[src/sv/assert_macros.svh]
// Assertion helpers used by the generator RTL.
`ifndef ASSERT_MACROS_SVH
`define ASSERT_MACROS_SVH

// Same-cycle implication, disabled while reset is low.
`define ASSERT_IMP(lbl, clk, rstn, ante, cons) \
  lbl: assert property (@(posedge clk) disable iff (!(rstn)) (ante) |-> (cons)) \
    else $error("same-cycle implication failed");

// Next-cycle implication, disabled while reset is low.
`define ASSERT_NXT(lbl, clk, rstn, ante, cons) \
  lbl: assert property (@(posedge clk) disable iff (!(rstn)) (ante) |=> (cons)) \
    else $error("next-cycle implication failed");

`endif

[src/sv/xoshiro_pkg.sv]
package xoshiro_pkg;

  localparam int FUNC_W = 2;
  localparam int WORD_W = 64;
  localparam int SUM_W  = 11;

  // Splitmix64 constants
  localparam logic [WORD_W-1:0] GOLDEN_INC = 64'h9E37_79B9_7F4A_7C15;
  localparam logic [WORD_W-1:0] MIX_MUL_A  = 64'hBF58_476D_1CE4_E5B9;
  localparam logic [WORD_W-1:0] MIX_MUL_B  = 64'h94D0_49BB_1331_11EB;

  // Double construction
  localparam logic [SUM_W-1:0] EXP_CAP = 11'd1022;
  localparam int MANT_W = 52;

  typedef enum logic [FUNC_W-1:0] {
    FN_RESEED = 2'd0,
    FN_INT    = 2'd1,
    FN_DBL    = 2'd2,
    FN_UNUSED = 2'd3
  } func_t;

  typedef enum logic [3:0] {
    ST_IDLE,
    ST_SEED_ADD,
    ST_SEED_MULA,
    ST_SEED_MULB,
    ST_DRAW_A,
    ST_DRAW_B,
    ST_LZ_BYTE,
    ST_LZ_SUM,
    ST_MANT_CHK,
    ST_EMIT
  } state_t;

  // What a finished draw is used for
  typedef enum logic [1:0] {
    PH_INT,
    PH_LZ,
    PH_MANT,
    PH_BUMP
  } phase_t;

endpackage

[src/sv/xoshiro256ss_uniform_generator_top.sv]
// xoshiro256** generator with splitmix64 seeding and uniform double output.
// Input channel (in_valid/in_ready): in_func selects reseed (0), 64-bit integer
// draw (1), uniform double draw (2); code 3 is taken and ignored. in_seed is
// used by reseed only. Result channel (out_valid/out_ready) carries out_value.
// One item is worked on at a time; in_ready is high only while idle.
// A generator step runs as ST_DRAW_A (state update plus w1*5), then ST_DRAW_B
// (rotate and *9). Integer draw: one step, then ST_EMIT. Double draw: each
// exponent draw is a step and a leading-zero count (ST_LZ_BYTE, ST_LZ_SUM),
// repeated while the draw is all zero; then a step for the mantissa, checked
// in ST_MANT_CHK, and one more step when the mantissa is zero. Reseed: per
// state word ST_SEED_ADD, then two products on the single 32x32 multiplier,
// each from three partial products. Reseed gives no result.
// After reset the block seeds itself with seed zero (not ready meanwhile).
// A finished result sits in the output register; while the receiver stalls
// the next input can be taken, and a new result waits in its final state
// until the output register is free.
`include "assert_macros.svh"

module xoshiro256ss_uniform_generator_top (
  input  logic                             clk,
  input  logic                             rst_n,
  input  logic                             in_valid,
  output logic                             in_ready,
  input  logic [xoshiro_pkg::FUNC_W-1:0]   in_func,
  input  logic [xoshiro_pkg::WORD_W-1:0]   in_seed,
  output logic                             out_valid,
  input  logic                             out_ready,
  output logic [xoshiro_pkg::WORD_W-1:0]   out_value
);
  import xoshiro_pkg::*;

  state_t             state_r, state_nxt;
  phase_t             phase_r, phase_nxt;
  logic [WORD_W-1:0]  words_r [4];
  logic [WORD_W-1:0]  words_nxt [4];
  logic [WORD_W-1:0]  sacc_r, sacc_nxt;
  logic [WORD_W-1:0]  mul_x_r, mul_x_nxt;
  logic [WORD_W-1:0]  prod_r, prod_nxt;
  logic [1:0]         mstep_r, mstep_nxt;
  logic [1:0]         widx_r, widx_nxt;
  logic [WORD_W-1:0]  t5_r, t5_nxt;
  logic [WORD_W-1:0]  d_r, d_nxt;
  logic [7:0]         bnz_r, bnz_nxt;
  logic [2:0]         blz_r [8];
  logic [2:0]         blz_nxt [8];
  logic [SUM_W-1:0]   sum_r, sum_nxt;
  logic [SUM_W-1:0]   exp_r, exp_nxt;
  logic [WORD_W-1:0]  res_r, res_nxt;
  logic               out_valid_r, out_valid_nxt;
  logic [WORD_W-1:0]  out_value_r, out_value_nxt;

  logic               in_xfer;
  logic               out_free;
  logic [WORD_W-1:0]  mul_b;
  logic [31:0]        mop_a, mop_b;
  logic [WORD_W-1:0]  mprod;
  logic [WORD_W-1:0]  prod_fin;
  logic [WORD_W-1:0]  rot7;
  logic [WORD_W-1:0]  res9;
  logic [6:0]         lz_k;
  logic [SUM_W-1:0]   sum_add;
  logic [SUM_W-1:0]   sum_cap;
  logic [SUM_W-1:0]   exp_new;
  logic               lz_more;

  function automatic logic [2:0] byte_lz(input logic [7:0] b);
    logic [2:0] n;
    n = 3'd0;
    for (int i = 0; i < 8; i++) begin
      if (b[i]) begin
        n = 3'(7 - i);
      end
    end
    return n;
  endfunction

  assign in_ready  = (state_r == ST_IDLE);
  assign in_xfer   = in_valid && in_ready;
  assign out_free  = !out_valid_r || out_ready;
  assign out_valid = out_valid_r;
  assign out_value = out_value_r;

  // Shared 32x32 multiplier: low 64 bits of a 64x64 product over three steps
  assign mul_b = (state_r == ST_SEED_MULA) ? MIX_MUL_A : MIX_MUL_B;
  always_comb begin
    case (mstep_r)
      2'd0: begin
        mop_a = mul_x_r[31:0];
        mop_b = mul_b[31:0];
      end
      2'd1: begin
        mop_a = mul_x_r[31:0];
        mop_b = mul_b[63:32];
      end
      default: begin
        mop_a = mul_x_r[63:32];
        mop_b = mul_b[31:0];
      end
    endcase
  end
  assign mprod    = WORD_W'(mop_a) * WORD_W'(mop_b);
  assign prod_fin = (mstep_r == 2'd0) ? mprod :
                    {prod_r[63:32] + mprod[31:0], prod_r[31:0]};

  // Output scrambler second half: rotl(w1*5, 7) * 9
  assign rot7 = {t5_r[56:0], t5_r[63:57]};
  assign res9 = rot7 + {rot7[60:0], 3'b000};

  // Leading-zero count from the per-byte flags, highest nonzero byte wins
  always_comb begin
    lz_k = 7'd64;
    for (int j = 0; j < 8; j++) begin
      if (bnz_r[j]) begin
        lz_k = 7'((7 - j) * 8) + {4'b0000, blz_r[j]};
      end
    end
  end
  assign sum_add = sum_r + {4'b0000, lz_k};
  assign lz_more = (lz_k == 7'd64) && (sum_add < EXP_CAP);
  assign sum_cap = (sum_add > EXP_CAP) ? EXP_CAP : sum_add;
  assign exp_new = EXP_CAP - sum_cap;

  // Next state
  always_comb begin
    state_nxt = state_r;
    case (state_r)
      ST_IDLE: begin
        if (in_xfer) begin
          case (func_t'(in_func))
            FN_RESEED: state_nxt = ST_SEED_ADD;
            FN_INT:    state_nxt = ST_DRAW_A;
            FN_DBL:    state_nxt = ST_DRAW_A;
            default:   state_nxt = ST_IDLE;
          endcase
        end
      end
      ST_SEED_ADD: state_nxt = ST_SEED_MULA;
      ST_SEED_MULA: begin
        if (mstep_r == 2'd2) begin
          state_nxt = ST_SEED_MULB;
        end
      end
      ST_SEED_MULB: begin
        if (mstep_r == 2'd2) begin
          state_nxt = (widx_r == 2'd3) ? ST_IDLE : ST_SEED_ADD;
        end
      end
      ST_DRAW_A: state_nxt = ST_DRAW_B;
      ST_DRAW_B: begin
        case (phase_r)
          PH_LZ:   state_nxt = ST_LZ_BYTE;
          PH_MANT: state_nxt = ST_MANT_CHK;
          default: state_nxt = ST_EMIT;
        endcase
      end
      ST_LZ_BYTE: state_nxt = ST_LZ_SUM;
      ST_LZ_SUM: begin
        if (lz_more || exp_new != '0) begin
          state_nxt = ST_DRAW_A;
        end else begin
          state_nxt = ST_EMIT;
        end
      end
      ST_MANT_CHK: begin
        state_nxt = (d_r[MANT_W-1:0] != '0) ? ST_EMIT : ST_DRAW_A;
      end
      ST_EMIT: begin
        if (out_free) begin
          state_nxt = ST_IDLE;
        end
      end
      default: state_nxt = ST_IDLE;
    endcase
  end

  // Datapath and outputs
  always_comb begin
    phase_nxt     = phase_r;
    words_nxt     = words_r;
    sacc_nxt      = sacc_r;
    mul_x_nxt     = mul_x_r;
    prod_nxt      = prod_r;
    mstep_nxt     = mstep_r;
    widx_nxt      = widx_r;
    t5_nxt        = t5_r;
    d_nxt         = d_r;
    bnz_nxt       = bnz_r;
    blz_nxt       = blz_r;
    sum_nxt       = sum_r;
    exp_nxt       = exp_r;
    res_nxt       = res_r;
    out_valid_nxt = out_valid_r;
    out_value_nxt = out_value_r;

    // drop the held result once the receiver takes it
    if (out_ready) begin
      out_valid_nxt = 1'b0;
    end

    case (state_r)
      ST_IDLE: begin
        if (in_xfer) begin
          sacc_nxt  = in_seed;
          widx_nxt  = 2'd0;
          sum_nxt   = '0;
          phase_nxt = (func_t'(in_func) == FN_INT) ? PH_INT : PH_LZ;
        end
      end
      ST_SEED_ADD: begin
        sacc_nxt  = sacc_r + GOLDEN_INC;
        mul_x_nxt = sacc_nxt ^ (sacc_nxt >> 30);
        mstep_nxt = 2'd0;
      end
      ST_SEED_MULA: begin
        prod_nxt  = prod_fin;
        mstep_nxt = mstep_r + 2'd1;
        if (mstep_r == 2'd2) begin
          mul_x_nxt = prod_fin ^ (prod_fin >> 27);
          mstep_nxt = 2'd0;
        end
      end
      ST_SEED_MULB: begin
        prod_nxt  = prod_fin;
        mstep_nxt = mstep_r + 2'd1;
        if (mstep_r == 2'd2) begin
          words_nxt[widx_r] = prod_fin ^ (prod_fin >> 31);
          widx_nxt          = widx_r + 2'd1;
          mstep_nxt         = 2'd0;
        end
      end
      ST_DRAW_A: begin
        // advance the xoshiro256 state, start the scrambler
        t5_nxt       = words_r[1] + {words_r[1][61:0], 2'b00};
        words_nxt[2] = words_r[2] ^ words_r[0] ^ {words_r[1][46:0], 17'd0};
        words_nxt[1] = words_r[1] ^ words_r[2] ^ words_r[0];
        words_nxt[0] = words_r[0] ^ words_r[3] ^ words_r[1];
        words_nxt[3] = words_r[3] ^ words_r[1];
        words_nxt[3] = {words_nxt[3][18:0], words_nxt[3][63:19]};
      end
      ST_DRAW_B: begin
        d_nxt = res9;
        case (phase_r)
          PH_INT:  res_nxt = res9;
          PH_BUMP: res_nxt = {1'b0, exp_r + {10'd0, res9[63]}, {MANT_W{1'b0}}};
          default: res_nxt = res_r;
        endcase
      end
      ST_LZ_BYTE: begin
        for (int j = 0; j < 8; j++) begin
          bnz_nxt[j] = (d_r[8*j +: 8] != 8'd0);
          blz_nxt[j] = byte_lz(d_r[8*j +: 8]);
        end
      end
      ST_LZ_SUM: begin
        sum_nxt = sum_add;
        if (!lz_more) begin
          exp_nxt   = exp_new;
          phase_nxt = PH_MANT;
          res_nxt   = '0;
        end
      end
      ST_MANT_CHK: begin
        res_nxt   = {1'b0, exp_r, d_r[MANT_W-1:0]};
        phase_nxt = PH_BUMP;
      end
      ST_EMIT: begin
        if (out_free) begin
          out_valid_nxt = 1'b1;
          out_value_nxt = res_r;
        end
      end
      default: begin
        res_nxt = res_r;
      end
    endcase
  end

  // Registers
  always_ff @(posedge clk) begin
    if (!rst_n) begin
      state_r     <= ST_SEED_ADD;
      sacc_r      <= '0;
      widx_r      <= 2'd0;
      mstep_r     <= 2'd0;
      out_valid_r <= 1'b0;
      phase_r     <= PH_INT;
      sum_r       <= '0;
    end else begin
      state_r     <= state_nxt;
      sacc_r      <= sacc_nxt;
      widx_r      <= widx_nxt;
      mstep_r     <= mstep_nxt;
      out_valid_r <= out_valid_nxt;
      phase_r     <= phase_nxt;
      sum_r       <= sum_nxt;
    end
  end

  always_ff @(posedge clk) begin
    words_r     <= words_nxt;
    mul_x_r     <= mul_x_nxt;
    prod_r      <= prod_nxt;
    t5_r        <= t5_nxt;
    d_r         <= d_nxt;
    bnz_r       <= bnz_nxt;
    blz_r       <= blz_nxt;
    exp_r       <= exp_nxt;
    res_r       <= res_nxt;
    out_value_r <= out_value_nxt;
  end

  // Checks
  `ASSERT_IMP(a_lz_below_cap, clk, rst_n, state_r == ST_LZ_SUM, sum_r < EXP_CAP)
  `ASSERT_IMP(a_exp_range, clk, rst_n, state_r == ST_MANT_CHK,
              (exp_r != '0) && (exp_r <= EXP_CAP))
  `ASSERT_NXT(a_busy_after_take, clk, rst_n,
              in_xfer && (func_t'(in_func) != FN_UNUSED), !in_ready)
  `ASSERT_IMP(a_mstep_range, clk, rst_n,
              (state_r == ST_SEED_MULA) || (state_r == ST_SEED_MULB), mstep_r != 2'd3)

endmodule
[config.mk]
export PLATFORM = sky130hd
export DESIGN_NAME = xoshiro256ss_uniform_generator_top
export DESIGN_NICKNAME = d
export VERILOG_FILES = /design/src/sv/xoshiro_pkg.sv /design/src/sv/xoshiro256ss_uniform_generator_top.sv
export VERILOG_INCLUDE_DIRS = /design/src /design/src/sv
export SDC_FILE = /design/constraint.sdc
export NUM_CORES = 2
export LEC_CHECK = 0
export BUFFER_PORTS_ARGS = -buffer_cell sky130_fd_sc_hd__buf_4
export CORE_MARGIN = 2
export CORE_UTILIZATION = 45
export DETAILED_ROUTE_END_ITERATION = 8
export GPL_TIMING_DRIVEN = 0
export PLACE_DENSITY = 0.6
export SETUP_SLACK_MARGIN = 0.4
export SYNTH_ARGS = -nofsm -noshare
export SYNTH_HDL_FRONTEND = slang
export SYNTH_SLANG_ARGS = --single-unit
[constraint.sdc]
create_clock -name clk -period 28.6 [get_ports clk]
set_input_delay 1.43 -clock clk [delete_from_list [all_inputs] [get_ports clk]]
set_output_delay 1.43 -clock clk [all_outputs]
set_load 0.01 [all_outputs]
Word-level counts from Yosys, hierarchy flattened
Cells that the tools add are included.
{"block": "classes", "n_eq_ne": 24, "n_mux": 105, "addsub": 16, "bitwise": 12, "reduce_logical": 57, "order_cmp": 4, "mul": 1}
{"operator": "one-hot mux 256 bit (2 select lines)", "count": 1}
{"operator": "bitwise XOR 64 bit", "count": 7}
{"operator": "one-hot mux 64 bit (2 select lines)", "count": 3}
{"operator": "2-to-1 mux 64 bit", "count": 5}
{"operator": "bitwise mux 256 bit", "count": 1}
{"operator": "2-to-1 mux 256 bit", "count": 1}
{"operator": "one-hot mux 64 bit (3 select lines)", "count": 1}
{"operator": "adder 64 bit", "count": 2}
{"operator": "demux 64 bit (select 2 bit)", "count": 1}
{"operator": "2-to-1 mux 3 bit", "count": 32}
{"operator": "adder 64 bit, second input constant", "count": 1}
{"operator": "multiplier 32 x 32 -> 64 bit", "count": 1}
{"operator": "2-to-1 mux 32 bit", "count": 2}
{"operator": "nonzero test 8 bit", "count": 8}
{"operator": "bitwise XOR 64 x 33 -> 64 bit", "count": 1}
{"operator": "bitwise XOR 64 x 34 -> 64 bit", "count": 1}
{"operator": "bitwise XOR 64 x 37 -> 64 bit", "count": 1}
{"operator": "2-to-1 mux 62 bit", "count": 1}
{"operator": "2-to-1 mux 7 bit", "count": 8}
{"operator": "nonzero test 52 bit", "count": 1}
{"operator": "2-to-1 mux 2 bit", "count": 21}
{"operator": "one-hot mux 4 bit (10 select lines)", "count": 1}
{"operator": "adder 32 bit", "count": 1}
{"operator": "OR reduction 4 bit", "count": 8}
{"operator": "other kinds (43)", "count": 109}
{"block": "totals", "wordCells": 262, "reg_bits": 769, "input_bits": 70, "output_inout_bits": 66}

Logic depth before layout (Yosys ltp)
{"block": "depth", "ltp_word": 17, "mapped_depth": 45}

Least setup slack after synthesis
OpenSTA, ideal clock, no wires.
{"block": "synth_path", "kind": "flip-flop to flip-flop", "startpoint": "reg mstep_r[1]", "endpoint": "reg words_r[160] in the netlist's numbering, data pin", "t_arrival_ps": 9939, "required_ps": 28469, "n_path_buf": 3, "period_less_slack_ps": 10070, "stages_incl_launch_ff": 37, "slack_ps": 18530, "cell_sequence": "dfxtp_1 > clkbuf_1 > clkbuf_1 > mux2_2 > inv_1 > clkbuf_1 > nor2_1 > fa_1 > fa_1 > fa_1 > inv_1 > fa_1 > inv_1 > fa_1 > fa_1 > fa_1 > inv_1 > fa_1 > inv_1 > ha_1 > nand2_1 > a211o_1 > o21bai_1 > nand3_1 > and2_1 > xnor2_1 > ha_1 > nand2_1 > o21ai_0 > nor2_1 > a21oi_1 > nand2_1 > o31ai_1 > xor3_1 > and2_1 > o32ai_1 > a22o_1"}
{"item": "from (decl)", "line_no": "xoshiro256ss_uniform_generator_top.sv:39", "rtl": "logic [1:0] mstep_r, mstep_nxt;"}
{"item": "from (signal assigned)", "line_no": "xoshiro256ss_uniform_generator_top.sv:292", "rtl": "mstep_r <= mstep_nxt;"}
{"item": "to (signal assigned)", "line_no": "xoshiro256ss_uniform_generator_top.sv:300", "rtl": "words_r <= words_nxt;"}
{"item": "to (decl)", "line_no": "xoshiro256ss_uniform_generator_top.sv:34", "rtl": "logic [WORD_W-1:0] words_r [4];"}

Worst setup path after layout
{"block": "layout_path", "startpoint": "reg state_r[0]", "endpoint": "reg mul_x_r[63], data pin"}
{"block": "layout_via", "elab_chain_cells": 9}
{"item": "from (decl)", "line_no": "xoshiro256ss_uniform_generator_top.sv:32", "rtl": "state_t state_r, state_nxt;"}
{"item": "from (signal assigned)", "line_no": "xoshiro256ss_uniform_generator_top.sv:289", "rtl": "state_r <= state_nxt;"}
{"item": "equality test 4 x 2 -> 1 bit", "line_no": "xoshiro256ss_uniform_generator_top.sv:84, xoshiro256ss_uniform_generator_top.sv:200"}
{"item": "2-to-1 mux 62 bit", "line_no": "xoshiro256ss_uniform_generator_top.sv:84", "rtl": "assign mul_b = (state_r == ST_SEED_MULA) ? MIX_MUL_A : MIX_MUL_B;"}
{"item": "2-to-1 mux 32 bit", "line_no": "xoshiro256ss_uniform_generator_top.sv:86", "rtl": "case (mstep_r)"}
{"item": "multiplier 32 x 32 -> 64 bit", "line_no": "xoshiro256ss_uniform_generator_top.sv:101", "rtl": "assign mprod = WORD_W'(mop_a) * WORD_W'(mop_b);"}
{"item": "adder 32 bit", "line_no": "xoshiro256ss_uniform_generator_top.sv:103", "rtl": "{prod_r[63:32] + mprod[31:0], prod_r[31:0]};"}
{"item": "2-to-1 mux 64 bit", "line_no": "xoshiro256ss_uniform_generator_top.sv:102", "rtl": "assign prod_fin = (mstep_r == 2'd0) ? mprod :"}
{"item": "bitwise XOR 64 x 37 -> 64 bit", "line_no": "xoshiro256ss_uniform_generator_top.sv:218", "rtl": "mul_x_nxt = prod_fin ^ (prod_fin >> 27);"}
{"item": "2-to-1 mux 64 bit", "line_no": "xoshiro256ss_uniform_generator_top.sv:217", "rtl": "if (mstep_r == 2'd2) begin"}
{"item": "one-hot mux 64 bit (2 select lines) (*)", "line_no": "xoshiro256ss_uniform_generator_top.sv:200", "rtl": "case (state_r)"}
{"item": "named net mul_x_nxt[63]", "line_no": "xoshiro256ss_uniform_generator_top.sv:37", "rtl": "logic [WORD_W-1:0] mul_x_r, mul_x_nxt;"}
{"item": "to (signal assigned)", "line_no": "xoshiro256ss_uniform_generator_top.sv:301", "rtl": "mul_x_r <= mul_x_nxt;"}
{"item": "to (decl)", "line_no": "xoshiro256ss_uniform_generator_top.sv:37"}
The timed path passes the listed nets; every way through them passes the cells marked *. The select of a mux whose other input is x is not followed.
A chain may end at the register's enable or synchronous reset.

==> impl_metrics.yaml <==
die:
  core_area_mm2: 0.1630
  io_pins: 136
  die-width_um: 409.5
  row_count: 148
  die_y_um: 409.5
  dieArea_mm2: 0.1677
  initial_utilization: 0.4541
yosys:
  ys_seq_elements: 769
  syn_nets: 8775
  yosys.area.top_type_share: 0.2771
  netlist_instances: 7374
  synth.area.top_cells: "edfxtp_1 (28%), fa_1 (22%), ha_1 (8.5%), xnor2_1 (5.4%), inv_1 (5.4%)"
  ys_types: 98
  ys_seq_area_frac: 0.3004
  netlist_area_mm2: 0.07400
  yosysTopAreaCell: "edfxtp_1"
  synth-edff-count: 683
  syn_area_per_cell_um2: 10.04
  ys.flop_type: "edfxtp_1"
  ys_warn_count: 0
  synth_async_sr_flop_share: 0
run_status:
  violations: "capacitance limit"
  run_status: "complete, but fails checks"
sta:
  drv_slew: 0
  rsz0062_at_grt: "false"
  tns_ns: 0
  clock.fmax_mhz: 64.34
  hold_violations: 0
  setup_viol: 0
  skew_ns: 0.07258
  tightestPinTransition_ns: 1.497
  relSlewSlack: 0.001808
  timing.final.crit_share: 0.5435
  period_minus_slack_ns: 15.54
global_routing:
  first_global_vias: 56900
  globalRouteTotalUtil: 0.3165
  grt-ovfl-total: 0
  grt_pass1_wl_mm: 388.3
  antenna_found_initial: 12
  grt_max_degree: 65
setup_path:
  crit_slowest_cell: "mux2i_1"
  cp-start-kind: "flip-flop"
  cpPeakStageDelay_ns: 1.04
  endpoint_kind: "flip-flop"
  cp_max_fo: 10
  critPathKind: "reg -> reg"
  path_common_cell: "fa_1"
  required_ns: 28.92
  cp.arrival_ns: 15.86
clock_network:
  cts_max_level: 3
  cts_max_path_buffers: 3
  cts-buffers-inserted: 82
  root_buffer: "clkbuf_16"
  cts_sinks: 769
  insertion_delay_ns: 0.73
  cts_tree: "done"
  post_cts_resized: 0
  post_cts_buffers: 0
  cts.clk_slew.worst_paths_ns: 0.06
  cts_hold_buf: 0
layout:
  multi_input_area_mm2: 0.04672
  nets: 9016
  fill_cells: 15180
  drive_above_1_share: 0.05336
  register_area_mm2: 0.02223
  areaGrowthSynthToFinish_pct: 9.297
min_path:
  min_path_type: "reg -> reg"
detailed_routing:
  dr.pass1.iters: 8
  viasPerCell: 5.859
  ant_nets: 0
  wirelength_mm: 267.1
  drt_iter0_markers: 6798
  vias: 57770
  wl_per_cell_um: 27.09
  drcViolationCount: 0
placed_design:
  gp_congestion: 1.027
  io_buffers: 135
  dp_hpwl_mm: 220.5
job:
  cap_violations: 3
-- final timing paths --
kind | startpoint | cells after the start | slack (ns) | end
setup reg to reg | state_r[0] | 35 | 13.06 | mul_x_r[63]
hold / removal | res_r[21] | 0 | 0.42 | out_value[21]
setup / recovery | state_r[0] | 35 | 13.06 | mul_x_r[63]
hold reg to reg | res_r[21] | 0 | 0.42 | out_value[21]
-- stage by stage --
step / std cells / hold WS (ns) / worst slack [ns] / area, µm² / util
2_1_floorplan: 7374 / 0.4003 / 18.53 / 74000 / -
5_1_grt: 9859 / 0.4254 / 13.05 / 80880 / 0.4963
3_5_place_dp: 9706 / 0.4045 / 13.82 / 78190 / 0.4798
6_report: 9860 / 0.4175 / 13.06 / 80880 / 0.4964
3_3_place_gp: 9684 / 0.4015 / 13.55 / 77740 / 0.4771
4_1_cts: 9859 / 0.4189 / 13.80 / 80880 / 0.4963
-- worst max-delay path: cells and delay by family (launching register included) --
family | cells | cell delay, ns
flip-flops | 1 | 0.31
multiplexers | 1 | 1.04
AO/OA/AOI/OAI | 7 | 2.84
XOR/XNOR | 2 | 1.12
buffers and inverters | 7 | 3.04
adder cells (fa/ha/maj) | 10 | 4.85
AND/OR/NAND/NOR | 8 | 1.94
-- flip-flops by register name, indices dropped and copies added, names as in the netlist, 11 cells and up --
register   cells
words_r      256
d_r           64
mul_x_r       64
out_value     64
prod_r        64
res_r         64
sacc_r        64
t5_r          64
blz_r         24
exp_r         11
sum_r         11
-- routing by layer --
| metal | global-route usage | part of all wire |
|---|---|---|
| met5 | 0 | 0.00013 |
| met4 | 0.1101 | 0.041 |
| met3 | 0.07607 | 0.11 |
| met2 | 0.4585 | 0.42 |
| met1 | 0.4610 | 0.43 |
-- layout make-up --
type,instances,share of cell area
clock inverter,49,0.005971
inverter,1067,0.04955
sequential,769,0.2749
tap,2175,0.03365
antenna,1,0.00003094
multi-input combinational,5233,0.5776
buffer,305,0.01440
timing repair buffer,157,0.01675
clock buffer,104,0.02721
-- cell usage in the layout, fill, tap and decap left out, types with 31 or more instances in the layout --
cell,synthesis,final
a22o_1,51,51
nor4_1,33,33
nor2b_1,50,49
nor2_1,654,653
inv_1,1055,1053
clkbuf_1,268,282
o22ai_1,185,185
nand2b_1,35,35
nand4_1,59,59
o21ai_0,285,285
o21a_1,31,31
fa_1,826,826
edfxtp_1,683,683
a211oi_1,34,34
and2_1,57,57
nor3_1,103,100
a21oi_1,337,334
dfxtp_1,86,86
and3_1,35,35
a21o_1,105,105
mux2i_1,55,47
clkbuf_16,0,84
buf_4,0,137
ha_1,505,505
nand3_1,109,109
a31oi_1,36,36
xnor2_1,459,459
a221oi_1,39,39
nand2_1,512,507
xor2_1,235,235
or3_1,33,33
-- cells in the mapped netlist (all sizes together) (13+ instances only) --
cell / n
xnor2: 459
a22oi: 21
mux2: 17
xor2: 236
and2: 58
a211o: 13
o31ai: 22
edfxtp: 683
o22ai: 185
a22o: 51
nand4: 59
a31o: 30
nand3: 109
mux2i: 57
nor2b: 50
a21oi: 338
o21a: 31
buf: 35
a222oi: 22
inv: 1060
o21bai: 29
nor3: 106
a21o: 105
nor4: 35
nor2: 655
clkbuf: 270
a211oi: 37
ha: 505
fa: 826
or3: 33
a221oi: 39
nand2b: 35
dfxtp: 86
o211ai: 31
and3: 35
o21ai: 302
nand2: 512
a31oi: 38
-- cells by family (layout without fill, tap and decap cells) --
family,count (synthesis),in the layout,synth area share
AO/OA/AOI/OAI,1389,1389,0.1216
XOR/XNOR,696,696,0.08268
adder cells (fa/ha/maj),1331,1331,0.3088
buffers and inverters,1372,1682,0.06978
flip-flops,769,769,0.3004
multiplexers,74,74,0.01063
other,1,2,0.00005067
AND/OR/NAND/NOR,1742,1742,0.1060
Power is left out: the tool's default activity adds up to more than one toggle a clock period on the data nets, which glitch-free logic cannot reach.
